==> config.mk <==
export PLATFORM = sky130hd
export DESIGN_NAME = pshh_fifo
export DESIGN_NICKNAME = d
export VERILOG_FILES = /design/src/design/pshh_fifo.sv
export SDC_FILE = /design/constraint.sdc
export NUM_CORES = 1
export LEC_CHECK = 0
export ABC_CLOCK_PERIOD_IN_PS = 2300
export BUFFER_PORTS_ARGS = -buffer_cell sky130_fd_sc_hd__buf_2
export CAP_MARGIN = 20
export CORE_MARGIN = 4
export CORE_UTILIZATION = 40
export CTS_BUF_LIST = sky130_fd_sc_hd__clkbuf_2 sky130_fd_sc_hd__clkbuf_4 sky130_fd_sc_hd__clkbuf_8
export CTS_CLUSTER_SIZE = 10
export DETAILED_ROUTE_END_ITERATION = 10
export GPL_TIMING_DRIVEN = 0
export SLEW_MARGIN = 20
export SYNTH_ARGS = -nofsm -noshare
export SYNTH_HDL_FRONTEND = slang
export SYNTH_SLANG_ARGS = --single-unit
==> constraint.sdc <==
create_clock -name clk -period 2.3 [get_ports clk]
set_clock_uncertainty 0.2 [all_clocks]
set_input_delay 0.46 -clock clk [delete_from_list [all_inputs] [get_ports clk]]
set_output_delay 0.46 -clock clk [all_outputs]
set_load 0.01 [all_outputs]
==> src/design/pshh_fifo.sv <==
// Small register queue between the request front end and the table engine.
// No dependencies.
module pshh_fifo #(
  parameter int WIDTH = 8,
  parameter int DEPTH = 2
) (
  input  logic             clk,
  input  logic             rst_n,
  input  logic             push,
  input  logic [WIDTH-1:0] push_data,
  output logic             full,
  input  logic             pop,
  output logic [WIDTH-1:0] pop_data,
  output logic             valid
);

  localparam int PTR_W = (DEPTH > 1) ? $clog2(DEPTH) : 1;
  localparam int FILL_W = $clog2(DEPTH + 1);

  logic [WIDTH-1:0]  mem_r [DEPTH];
  logic [PTR_W-1:0]  wr_ptr_r;
  logic [PTR_W-1:0]  rd_ptr_r;
  logic [FILL_W-1:0] fill_r;
  logic              do_push;
  logic              do_pop;

  assign full     = (fill_r == FILL_W'(DEPTH));
  assign valid    = (fill_r != '0);
  assign do_push  = push && !full;
  assign do_pop   = pop && valid;
  assign pop_data = mem_r[rd_ptr_r];

  // Store entries
  always_ff @(posedge clk) begin
    if (do_push) begin
      mem_r[wr_ptr_r] <= push_data;
    end
  end

  // Advance pointers and fill level
  always_ff @(posedge clk) begin
    if (!rst_n) begin
      wr_ptr_r <= '0;
      rd_ptr_r <= '0;
      fill_r   <= '0;
    end else begin
      if (do_push) begin
        wr_ptr_r <= (wr_ptr_r == PTR_W'(DEPTH - 1)) ? '0 : wr_ptr_r + 1'b1;
      end
      if (do_pop) begin
        rd_ptr_r <= (rd_ptr_r == PTR_W'(DEPTH - 1)) ? '0 : rd_ptr_r + 1'b1;
      end
      if (do_push && !do_pop) begin
        fill_r <= fill_r + 1'b1;
      end else if (do_pop && !do_push) begin
        fill_r <= fill_r - 1'b1;
      end
    end
  end

endmodule

======== After elaboration in Yosys (flattened, before gate mapping) ========
Memories as Yosys holds them, arrays and structs flattened. A register that Yosys moved wholly into a read port is not among the register bits.
Cells that the tools add are included.
word-level totals
  logic and storage cells ................. 26
  output and inout bits ................... 10
  RAM bits ................................ 16
  register bits after elaboration ......... 4
  memories kept ........................... 1
  bits of input ports ..................... 12
memory list
  memory  words  width  rd ports  clocked after memory_dff  wr ports  line  source
  mem_r   2      8      1         1                         1         20    logic [WIDTH-1:0] mem_r [DEPTH];
operators by class
  add/sub/neg operators ................... 4
  muxes and demuxes ....................... 8
  reductions and logical operators ........ 9
  eq/ne operators ......................... 1
operators with widths
  operator                                                             number
  1-bit 2-to-1 mux                                                     6
  1-bit logical AND                                                    4
  2-bit 2-to-1 mux                                                     2
  2-bit nonzero test                                                   2
  1-bit logical NOT                                                    3
  1-bit adder (second input constant)                                  2
  2-bit by 1-bit adder with 2-bit output (second input constant)       1
  2-bit == test (second input constant)                                1
  2-bit by 1-bit subtractor with 2-bit output (second input constant)  1

======== Depth between registers and ports, before layout ========
  depth in word-level cells ............... 7
  depth in mapped cells ................... 7
  mapped depth without buffers ............ 7

======== Worst setup path after synthesis ========
OpenSTA, ideal clock, no wires.
  path kind ............................... register to register
  start ................................... register fill_r[0]
  end ..................................... register fill_r[1]
  slack ................................... 0.557 ns
  buffers on the path ..................... 0
  data arrival time ....................... 1.473 ns
  cell stages (with the launch flop) ...... 7
  library setup time ...................... 0.070 ns
  required time ........................... 2.030 ns
  clock period less this slack ............ 1.743 ns
  path through ............................ dfxtp_1 nand2b_1 inv_1 nor2_1 ha_1 or3_1 a21oi_1
on the way
  word-level cells in the longest chain between the ends .. 6
  elaborated cells on any way between the ends .. 14
  classes of those cells .................. add/sub (2); eq/ne (1); mux (2); reduce/logical (9)
ends and longest elaborated chain
  item                          line  source
  from (decl)                   23    logic [FILL_W-1:0] fill_r;
  from (signal assigned)        54    fill_r <= fill_r + 1'b1;
  from (signal assigned)        56    fill_r <= fill_r - 1'b1;
  2-bit == test *               27    assign full = (fill_r == FILL_W'(DEPTH));
  via full                      11    output logic full,
  1-bit logical NOT *           29    assign do_push = push && !full;
  1-bit logical AND *           29
  via do_push                   24    logic do_push;
  1-bit logical NOT             55    end else if (do_pop && !do_push) begin
  1-bit logical AND             55
  2-bit nonzero test (no line)  n/a
The timed path passes the listed nets; every way through them passes the cells marked *. The select of a mux whose other input is x is not followed.
A chain may end at the register's enable or synchronous reset.

==> key figures <==
Status
  – Status: complete, no violations

Detailed routing
  – Met3 routed WL: 80 um
  – Antenna Violating Nets Remaining: 0
  – DRT Pass-1 Iters: 2
  – Wirelength, routed: 1160 um
  – # DRC: 0
  – Via count: 467
  – Wl on met1: 534 um
  – DR WL/cell: between 10 and 15 um
  – DR WL met2: 530 um
  – DR iter-0 viols: 8
  – Vias per std cell: 4.62
  – Max layer used: met4

Worst setup path
  – CP required: 1640 ps
  – Reg2Reg Capture Point: fill_r[1]
  – CP Data Arrival Time: 1310 ps
  – R2R depth: 6
  – R2R setup slack: roughly 500 ps
  – Crit. End Element: output port
  – Critical path class: reg2out
  – Worst setup SP type: register
  – Crit Reg-Reg Startpoint: fill_r[0]
  – CP Max Fanout: 8

Clocking
  – Clk pin slew, worst setup/hold paths: about 110 ps
  – CTS sink count: 21
  – H-tree levels: 1
  – CTS tree: built
  – Post-CTS Setup Bufs: 0
  – Total CTS buffers: 3
  – Post-cts resize count: 0
  – Max clock buf depth: 2
  – # hold bufs at CTS: 0
  – Clock latency on the worst-skew pair: 290 ps
  – CTS root buf: clkbuf_4

Yosys
  – Distinct cell type count after synthesis: 17
  – Syn_nets: 64
  – Sequential share of the synthesized area: 72.0%
  – Syn Area/Cell: 15.8 um2
  – Ys Warns: 0
  – Register bit total from synthesis: 21
  – Synthesized area: 806 um2
  – Cells after Synth: 51

Timing
  – Slew HR: 52.7%
  – Slew Limit Fails: 0
  – Final worst path period share: ~86%
  – RSZ-0062 raised after global routing: false
  – Tmin final: 1970 ps
  – Fin. Hold Viols: 0
  – Final worst setup slack: 331 ps
  – Max Fclk: roughly 510 MHz
  – Setup-failing EPs final: 0
  – Total Neg Setup Slack: 0 ps
  – Slew @ Worst Pin: 705 ps

Layout
  – Ant diodes: 0
  – Final std cells w/o fill: slightly above 100
  – Commonest non-fill, non-tap cell in the layout: buf_2
  – Layout net count: 90
  – Fill count: 173
  – Layout cells sized above 1: 47.4%
  – Commonest non-fill, non-tap cells in the layout: buf_2 (22), edfxtp_1 (16), mux2_2 (8), dfxtp_1 (5), nor2_1 (4)
  – Layout area overhead: 20.3%

Global routing
  – Gr ovfl total: 0
  – First-pass GRT wire length: 1720 um
  – Initial antenna violation count: 0
  – Total global-route track usage: 8.89%
  – Vias in the first global route: 424
  – Maximum number of pins on one net before global-route repair: 13

Power and ir drop
  – P_int: approximately 0.00071 W
  – Power per cell area: 1040 nW/um2
  – LEAKAGE: about 0.4 nW
  – Combinational fraction of design power: between 30% and 40%
  – Sw Share: 29.8%
  – Seq pwr share: 50.9%
  – VDD IR max: 0.561 mV
  – Clock group share of total power: between 15 and 20%
  – Net switching power: 0.000300 W

Placement
  – Pre-CTS WS: 499 ps
  – Dpl cells: 97
  – Placer Congestion: approximately 0.77
  – DP HPWL: ~870 um
  – PortBufs: 21

Worst hold path
  – Hold path depth: 1
  – Hold_sp: push_data[4]
  – WHS Endpoint: mem_r[0][4]
  – Type of the tightest min-delay check: in2reg

Floorplan
  – Die area: 2800 um2
  – Chip width: 52.9 um
  – Die height: between 50 and 60 um
  – Core ar.: between 1500 and 2000 um2
  – Cell Rows: 15
  – Initial core utilization: ~44%
  – Num ports: 22

Run
  – Maximum capacitance violations: 0
[final cells by class]
cell class / instances / area [um2] / area share [%]
buffer: 1 / 5.00 / 0.516
timing repair buffer: 21 / 105 / 10.8
sequential: 21 / 581 / 59.9
tap: 25 / 31.3 / 3.23
clock buffer: 3 / 22.5 / 2.32
inverter: 3 / 11.3 / 1.16
multi-input combinational: 26 / 209 / 21.5
clock inverter: 1 / 5.00 / 0.516
[metrics by stage]
stage	cell area, um2	total power, W	hold WS [ps]	utilization, %
4_1_cts	970	0.00102	142	53.3
6_report	970	0.00101	151	53.3
5_1_grt	970	0.00107	127	53.3
2_1_floorplan	806	0.000748	272	-
3_5_place_dp	942	0.000857	291	51.8
3_3_place_gp	942	0.000850	295	51.8
[worst max-delay path by stage]
stage | from | end | slack, ps
after floorplan | fill_r[0] | fill_r[1] | 560
after global placement | push | fill_r[1] | 500
after detailed placement | push | fill_r[1] | 500
after CTS | register | pop_data[7] | 300
after global routing | register | pop_data[4] | 240
final | register | pop_data[7] | 330
[power groups by stage]
stage / clock, W / sequential [W] / combinational [W]
after global placement: 0 / 0.000520 / 0.000330
final: 0.000165 / 0.000513 / 0.000329
after global routing: 0.000192 / 0.000519 / 0.000363
after detailed placement: 0 / 0.000523 / 0.000335
after floorplan: 0 / 0.000515 / 0.000232
after CTS: 0.000173 / 0.000513 / 0.000338
[worst max-delay path: stages, from the launching register on]
cell	delay [ps]
dfxtp_1	320
buf_2	210
mux2_2	360
buf_2	140
[flip-flops by register name, indices dropped and copies added, names as in the netlist, named ones only]
register  flops
mem_r        16
rd_ptr_r      1
wr_ptr_r      1
fill_r        2
[cell usage after synthesis]
master    instances  area (um2)
edfxtp_1         16         480
mux2_2            8        90.1
dfxtp_1           5         100
nor2_1            4        15.0
inv_1             3        11.3
xor2_1            3        26.3
o21ai_0           2        10.0
a21boi_0          1        7.51
a21oi_1           1        5.00
and3_1            1        6.26
buf_2             1        5.00
ha_1              1        12.5
nand2b_1          1        6.26
nor3_2            1        10.0
o21a_1            1        7.51
or2_2             1        6.26
or3_1             1        6.26
[layer usage]
metal / up-vias / GRT usage (%)
met1: 219 / 10.4
met3: 2 / 2.82
met5: - / 0
met4: 0 / 5.11
li1: 233 / -
met2: 13 / 14.3
[cell families after synthesis]
group | share of synthesized area [%]
flip-flops | 72.1
AND/OR/NAND/NOR | 6.21
adder cells (fa/ha/maj) | 1.55
buffers and inverters | 2.02
multiplexers | 11.2
XOR/XNOR | 3.26
AO/OA/AOI/OAI | 3.73
Power figures use the tool's default switching activity.
