$ cat config.mk
export PLATFORM = sky130hd
export DESIGN_NAME = pshh_front
export DESIGN_NICKNAME = d
export VERILOG_FILES = /design/src/design/pshh_pkg.sv /design/src/design/pshh_front.sv
export SDC_FILE = /design/constraint.sdc
export NUM_CORES = 2
export LEC_CHECK = 0
export ABC_AREA = 1
export BUFFER_PORTS_ARGS = -buffer_cell sky130_fd_sc_hd__buf_2
export CORE_UTILIZATION = 61
export CTS_BUF_LIST = sky130_fd_sc_hd__clkbuf_8
export CTS_CLUSTER_DIAMETER = 100
export DETAILED_ROUTE_END_ITERATION = 12
export PLACE_DENSITY = 0.8
export SLEW_MARGIN = 20
export SYNTH_ARGS = -nofsm -noshare
export SYNTH_HDL_FRONTEND = slang
export SYNTH_SLANG_ARGS = --single-unit
$ cat constraint.sdc
create_clock -name clk -period 17.8 [get_ports clk]
set_input_delay 1.78 -clock clk [delete_from_list [all_inputs] [get_ports clk]]
set_output_delay 1.78 -clock clk [all_outputs]
set_load 0.005 [all_outputs]
$ cat src/design/pshh_pkg.sv
// Shared types and constants for the pc sample hash histogram.
// No dependencies; imported by the front, back, top level and checker.
package pshh_pkg;

  // Field widths
  localparam int PC_W  = 64;
  localparam int IDX_W = 12;
  localparam int CNT_W = 32;
  localparam int CTR_W = 64;

  // Stream payload widths, padded to whole bytes
  localparam int IN_DATA_W  = 80;
  localparam int OUT_DATA_W = 240;
  localparam int OUT_PAD_W  = OUT_DATA_W - (IDX_W + PC_W + CNT_W + 2 * CTR_W);

  // Default parameter values
  localparam int SLOT_BITS_DEF   = 12;
  localparam int PROBE_LIMIT_DEF = 64;
  localparam int QUEUE_DEPTH     = 2;

  // Hash constants
  localparam logic [63:0] GOLDEN     = 64'h9E3779B97F4A7C15;
  localparam int          HASH_SHIFT = 40;

  localparam logic [CNT_W-1:0] COUNT_MAX = '1;

  // Request kinds carried on in_tuser
  localparam logic MODE_SAMPLE = 1'b0;
  localparam logic MODE_READ   = 1'b1;

  // Result kinds carried on out_tuser
  typedef enum logic [1:0] {
    ST_INSERT = 2'd0,
    ST_INCR   = 2'd1,
    ST_LOST   = 2'd2,
    ST_READ   = 2'd3
  } status_t;

endpackage

$ cat src/design/pshh_front.sv
// Request front end: accepts requests, hashes sample pcs, queues table jobs.
// Depends on pshh_pkg.
module pshh_front #(
  parameter int SLOT_BITS = 12
) (
  input  logic                            clk,
  input  logic                            rst_n,
  input  logic                            in_tvalid,
  output logic                            in_tready,
  input  logic                            in_tuser,
  input  logic [pshh_pkg::IN_DATA_W-1:0]  in_tdata,
  input  logic                            clr_done,
  output logic                            q_push,
  output logic [SLOT_BITS+pshh_pkg::PC_W:0] q_data,
  input  logic                            q_full
);

  import pshh_pkg::*;

  typedef enum logic [2:0] {
    F_IDLE,
    F_MUL0,
    F_MUL1,
    F_MUL2,
    F_SUM,
    F_PUSH
  } fstate_t;

  fstate_t               state_r;
  logic                  mode_r;
  logic [PC_W-1:0]       pc_r;
  logic [SLOT_BITS-1:0]  addr_r;
  logic [63:0]           prod_r;
  logic [31:0]           acc_r;

  logic [31:0]           mul_a;
  logic [31:0]           mul_b;
  logic [63:0]           prod;
  logic [31:0]           hsum;
  logic [31:0]           hshift;
  logic [SLOT_BITS+IDX_W-1:0] idx_ext;
  logic                  accept;

  assign in_tready = (state_r == F_IDLE) && clr_done;
  assign accept    = in_tvalid && in_tready;
  assign q_push    = (state_r == F_PUSH);
  assign q_data    = {addr_r, pc_r, mode_r};

  // Pick partial-product operands; (pc>>2) splits into a low and a high word
  always_comb begin
    case (state_r)
      F_MUL0: begin
        mul_a = pc_r[33:2];
        mul_b = GOLDEN[31:0];
      end
      F_MUL1: begin
        mul_a = {2'b00, pc_r[63:34]};
        mul_b = GOLDEN[31:0];
      end
      default: begin
        mul_a = pc_r[33:2];
        mul_b = GOLDEN[63:32];
      end
    endcase
  end

  assign prod    = mul_a * mul_b;
  assign hsum    = acc_r + prod_r[31:0];
  assign hshift  = hsum >> (HASH_SHIFT - 32);
  assign idx_ext = {{SLOT_BITS{1'b0}}, in_tdata[PC_W +: IDX_W]};

  // Sequence the hash over three partial products
  always_ff @(posedge clk) begin
    if (!rst_n) begin
      state_r <= F_IDLE;
    end else begin
      case (state_r)
        F_IDLE: begin
          if (accept) begin
            mode_r <= in_tuser;
            pc_r   <= in_tdata[PC_W-1:0];
            addr_r <= idx_ext[SLOT_BITS-1:0];
            state_r <= (in_tuser == MODE_READ) ? F_PUSH : F_MUL0;
          end
        end
        F_MUL0: begin
          prod_r  <= prod;
          state_r <= F_MUL1;
        end
        F_MUL1: begin
          acc_r   <= prod_r[63:32];
          prod_r  <= prod;
          state_r <= F_MUL2;
        end
        F_MUL2: begin
          acc_r   <= hsum;
          prod_r  <= prod;
          state_r <= F_SUM;
        end
        F_SUM: begin
          addr_r  <= hshift[SLOT_BITS-1:0];
          state_r <= F_PUSH;
        end
        F_PUSH: begin
          if (!q_full) begin
            state_r <= F_IDLE;
          end
        end
        default: begin
          state_r <= F_IDLE;
        end
      endcase
    end
  end

endmodule

-- Word level (Yosys, flattened, before mapping)
Index checks and enable logic that the tools add are counted.
- register bits after elaboration: 176
- output and inout port bits: 79
- logic and storage cells: 36
- $add $sub $neg: 1
- $mul: 1
- equality and inequality tests: 7
- mux-type cells: 9
- reductions and logical operators: 12
- operators with widths (operator ; count):
    $mul 32x32->64 ; 1
    $mux 32 ; 2
    $pmux 32 s2 ; 1
    $add 32x32->32 ; 1
    $pmux 12 s2 ; 1
    $pmux 3 s6 ; 1
    $mux 12 ; 1
    $mux 3 ; 3
    $eq 3x2->1 const B ; 2
    $eq 3x3->1 const B ; 2
    $reduce_and 2->1 ; 3
    $reduce_and 3->1 ; 2
    $ne 2x2->1 const B ; 2
    $reduce_bool 2->1 ; 2
    $eq 3x1->1 const B ; 1
    $logic_not 3->1 ; 1
    $reduce_or 3->1 ; 1
    $logic_and 1x1->1 ; 2
    $reduce_or 2->1 ; 1

-- Longest topological paths before layout
- word-level depth: 5
- gate-level depth with buffers: 39
- mapped depth without buffers: 38

-- Worst setup path before layout
OpenSTA, ideal clock, no wires.
- path type: register to register
- start: register state_r[2]
- end: register prod_r[43], data pin
- library setup time: 262 ps
- arrival time: 6965 ps
- data required time: 17538 ps
- path slack: 10573 ps
- stages on the path, launching flop included: 31
- buffers on the path: 2
- period minus slack after synthesis: 7227 ps
- path through: dfxtp_1 inv_2 nand2_2 nor2_2 buf_2 buf_6 or2_2 o21ai_1 inv_1 fa_1 inv_1 fa_1 fa_1 fa_1 inv_1 fa_1 fa_1 fa_1 inv_1 fa_1 inv_1 ha_1 nand2_1 nor2_1 inv_1 nor2_1 inv_1 o21ai_0 nor2_1 o21bai_1 xor2_1
- word-level cells in the longest chain between the ends: 4
- elaborated cells on any way between the ends: 6
- those cells by class: mul (1); eq/ne (2); mux (2); reduce/logical (1)
- RTL lines (element ; RTL line ; source):
    from (decl) ; pshh_front.sv:29 ; fstate_t state_r;
    from (signal assigned) ; pshh_front.sv:83 ; state_r <= (in_tuser == MODE_READ) ? F_PUSH : F_MUL0;
    $eq 3x2->1 / $eq 3x1->1 (equally long branches) ; pshh_front.sv:51 ; case (state_r)
    $reduce_or 2->1 (no line) ; -- ;
    $mux 32 ; pshh_front.sv:51 ;
    $mul 32x32->64 * ; pshh_front.sv:67 ; assign prod = mul_a * mul_b;
    named net prod[43] ; pshh_front.sv:38 ; logic [63:0] prod;
    to (signal assigned) ; pshh_front.sv:87 ; prod_r <= prod;
    to (signal assigned) ; pshh_front.sv:92 ; prod_r <= prod;
    to (signal assigned) ; pshh_front.sv:97 ; prod_r <= prod;
    to (decl) ; pshh_front.sv:33 ; logic [63:0] prod_r;
Mark *: on every way through the listed nets, which the timed path passes. The rest lies on a longest branch.
A chain may end at the register's enable or synchronous reset.

-- Worst setup path in the final report
- start: register state_r[2]
- end: register prod_r[51], data pin
The elaborated chain is that of the path after synthesis.

==> metrics <==
first-pass GRT wire length 128,000 µm; most frequent cell on the critical path inv_1; Core Box Area 46,900 µm²; Filler cells 3,836; async set or reset register ratio after synthesis 0%; Hold Path Origin prod_r[49]; Syn. warnings 0; Slew headroom 28.3%; Initial Utilization 62.2%; initial antenna violation count 3; cts hold-fix bufs 0; DIE AREA 48,700 µm²; Final min period 9.26 ns; area leader, netlist fa_1; post_cts resized 0; synth top area cells fa_1 (37%), ha_1 (17%), edfxtp_1 (14%); WP data arrival 9.52 ns; post-layout util 66.1%; number of synthesized flops with an enable pin 137; number of max-cap violations 0; unrepaired setup endpoints after global routing no; most numerous cell in the Yosys netlist inv_1; CTS buffer count 17; IO buf count 160; area of the multi-input gates 21,200 µm²; Sink Count 140; Hold Path Class register to register; drt pass-1 iters 11; worst hold slack 0.523 ns; clk buf depth 2; Required @ worst endpoint 18.06 ns; CTS tree yes; Layout Cells excl Fill 3,981; Critical path origin state_r[2]; initial drt markers 2,157; WL/cell 20.9 µm; max-slew violations 0; Die H 221 µm; Tcrit/Tclk final 52.0%; CP Capture Type register; Largest stage delay, worst path 0.58 ns; H-tree depth 4; routed vias 21,700; area delta synth->final 6.20%; Die Width 221 µm; Crit Path Max Fanout 47; post-CTS setup repair buffer count 0; Nets 4,377; Post-synth top flop edfxtp_1; final setup fails 0; Buffers & Inverters on Critical Path 13; # placed instances 3,948; Reg area 4170 µm²; # rows 79; CP max stage cell fa_1; Post-synth top cells inv_1 (926), fa_1 (546), nand2_1 (417); Clock Latency Late Sink 0.56 ns; Final GP Congestion 1.05; Fmax achieved 0.108 GHz; delay-heaviest family, CP adder cells; final setup TNS 0 ns; antenna-violating nets left 0; Worst Max-Slew Pin Slew 1.07 ns; IO Count 165; Post-Synthesis Cell Area 29,200 µm²; sequential fraction of the synthesis area 14.3%; area share of the largest cell type after synthesis 37.5%; Clock transition at path regs 0.08 ns; Hold Violations, Final 0; share of cells above drive strength 1 8.33%; count of different cell masters after synthesis 44; Mean Syn Cell Area 9.10 µm²; failing checks design-rule violations; Root Driver clkbuf_8; DP Wirelength 72,900 µm; Worst setup SP type register; synthesized flop and latch total 140; Post-route DRC 1; outcome finished with violations; Global Route Usage Sum 36.7%; largest net degree at the start of global routing 60; final wirelength 83,300 µm; Clock Skew 0.0136 ns; Syn Inst Count 3,204; grt total ovfl 0; drt via density 5.45; number of global-route vias before repair 23,000; Worst Path Class, Setup register to register; reg-to-reg critical path startpoint state_r[2]
[path summary, 6_finish.rpt]
kind / endpoint / cells past startpoint / slack, ns
setup / recovery: prod_r[51] / 34 / 8.54
hold / removal: acc_r[17] / 2 / 0.52
setup reg to reg: prod_r[51] / 34 / 8.54
hold reg to reg: acc_r[17] / 2 / 0.52
[worst min-delay path: cells and delay by family (launching register included)]
family,cells,cell delay (ns)
AND/OR/NAND/NOR,2,0.10
flip-flops,1,0.33
[registers in the layout, indices dropped and copies added, names as in the netlist]
signal   flops
acc_r       20
addr_r      12
mode_r       1
pc_r        64
prod_r      40
state_r      3
[cells by family after synthesis]
group | synth area share, %
other | 0.0258
buffers and inverters | 13.3
DFF | 14.3
AOI/OAI and AO/OA | 5.31
and+or+nand+nor | 10.9
xor gates and xnor gates | 2.10
adders and majority gates | 54.0
[area by class of cell]
type / instances / area share [%]
well taps: 607 / 2.45
clock inverters: 15 / 0.327
inverters: 950 / 11.5
flip-flops and latches: 140 / 13.5
clock buffers: 17 / 0.756
multi-input cells: 2078 / 68.6
repair buffers: 173 / 2.90
diodes: 1 / 0.00808
[routing by layer]
layer  wire [µm]  vias up  global-route usage, %
met5          13        -                      0
met4        5940        2                   23.5
met3        7110      245                   7.29
met2       37900     1023                   57.7
met1       32400    10500                   46.7
li1            -     9896                      -
[placed cells by master (no fill, tap or decap), types with 3 or more instances in the layout]
cell type / Yosys / routed
clkbuf_8: 0 / 17
nor2_2: 13 / 13
fa_1: 546 / 546
xnor2_1: 21 / 21
a21boi_0: 3 / 3
nor4_1: 5 / 5
o21ai_1: 17 / 17
o21ai_4: 3 / 3
nor3_1: 20 / 19
conb_1: 2 / 32
o21ai_0: 86 / 86
nor2_1: 213 / 212
nand3_1: 62 / 62
o31ai_1: 5 / 5
nand2_1: 417 / 416
inv_1: 926 / 928
o211ai_1: 3 / 3
xor2_1: 49 / 49
ha_1: 385 / 385
nand2_2: 3 / 4
o21bai_1: 16 / 16
edfxtp_1: 137 / 137
or2_2: 20 / 20
o21ai_2: 11 / 11
inv_6: 0 / 3
buf_4: 7 / 13
buf_2: 9 / 160
a21oi_1: 102 / 102
nand4_1: 15 / 15
a21o_1: 9 / 9
a31oi_1: 8 / 8
dfxtp_1: 3 / 3
inv_2: 24 / 24
clkinv_2: 0 / 4
[metrics by stage]
| stage | cell area, µm² | setup WS, ns |
|---|---|---|
| 4_1_cts | 31000 | 8.62 |
| 3_5_place_dp | 30600 | 8.68 |
| 6_report | 31000 | 8.54 |
| 2_1_floorplan | 29300 | 10.57 |
| 5_1_grt | 31000 | 8.14 |
| 3_3_place_gp | 30600 | 8.73 |
Power is not shown: default switching activity piles up to over one toggle a cycle in this logic, so the estimate is an artifact.
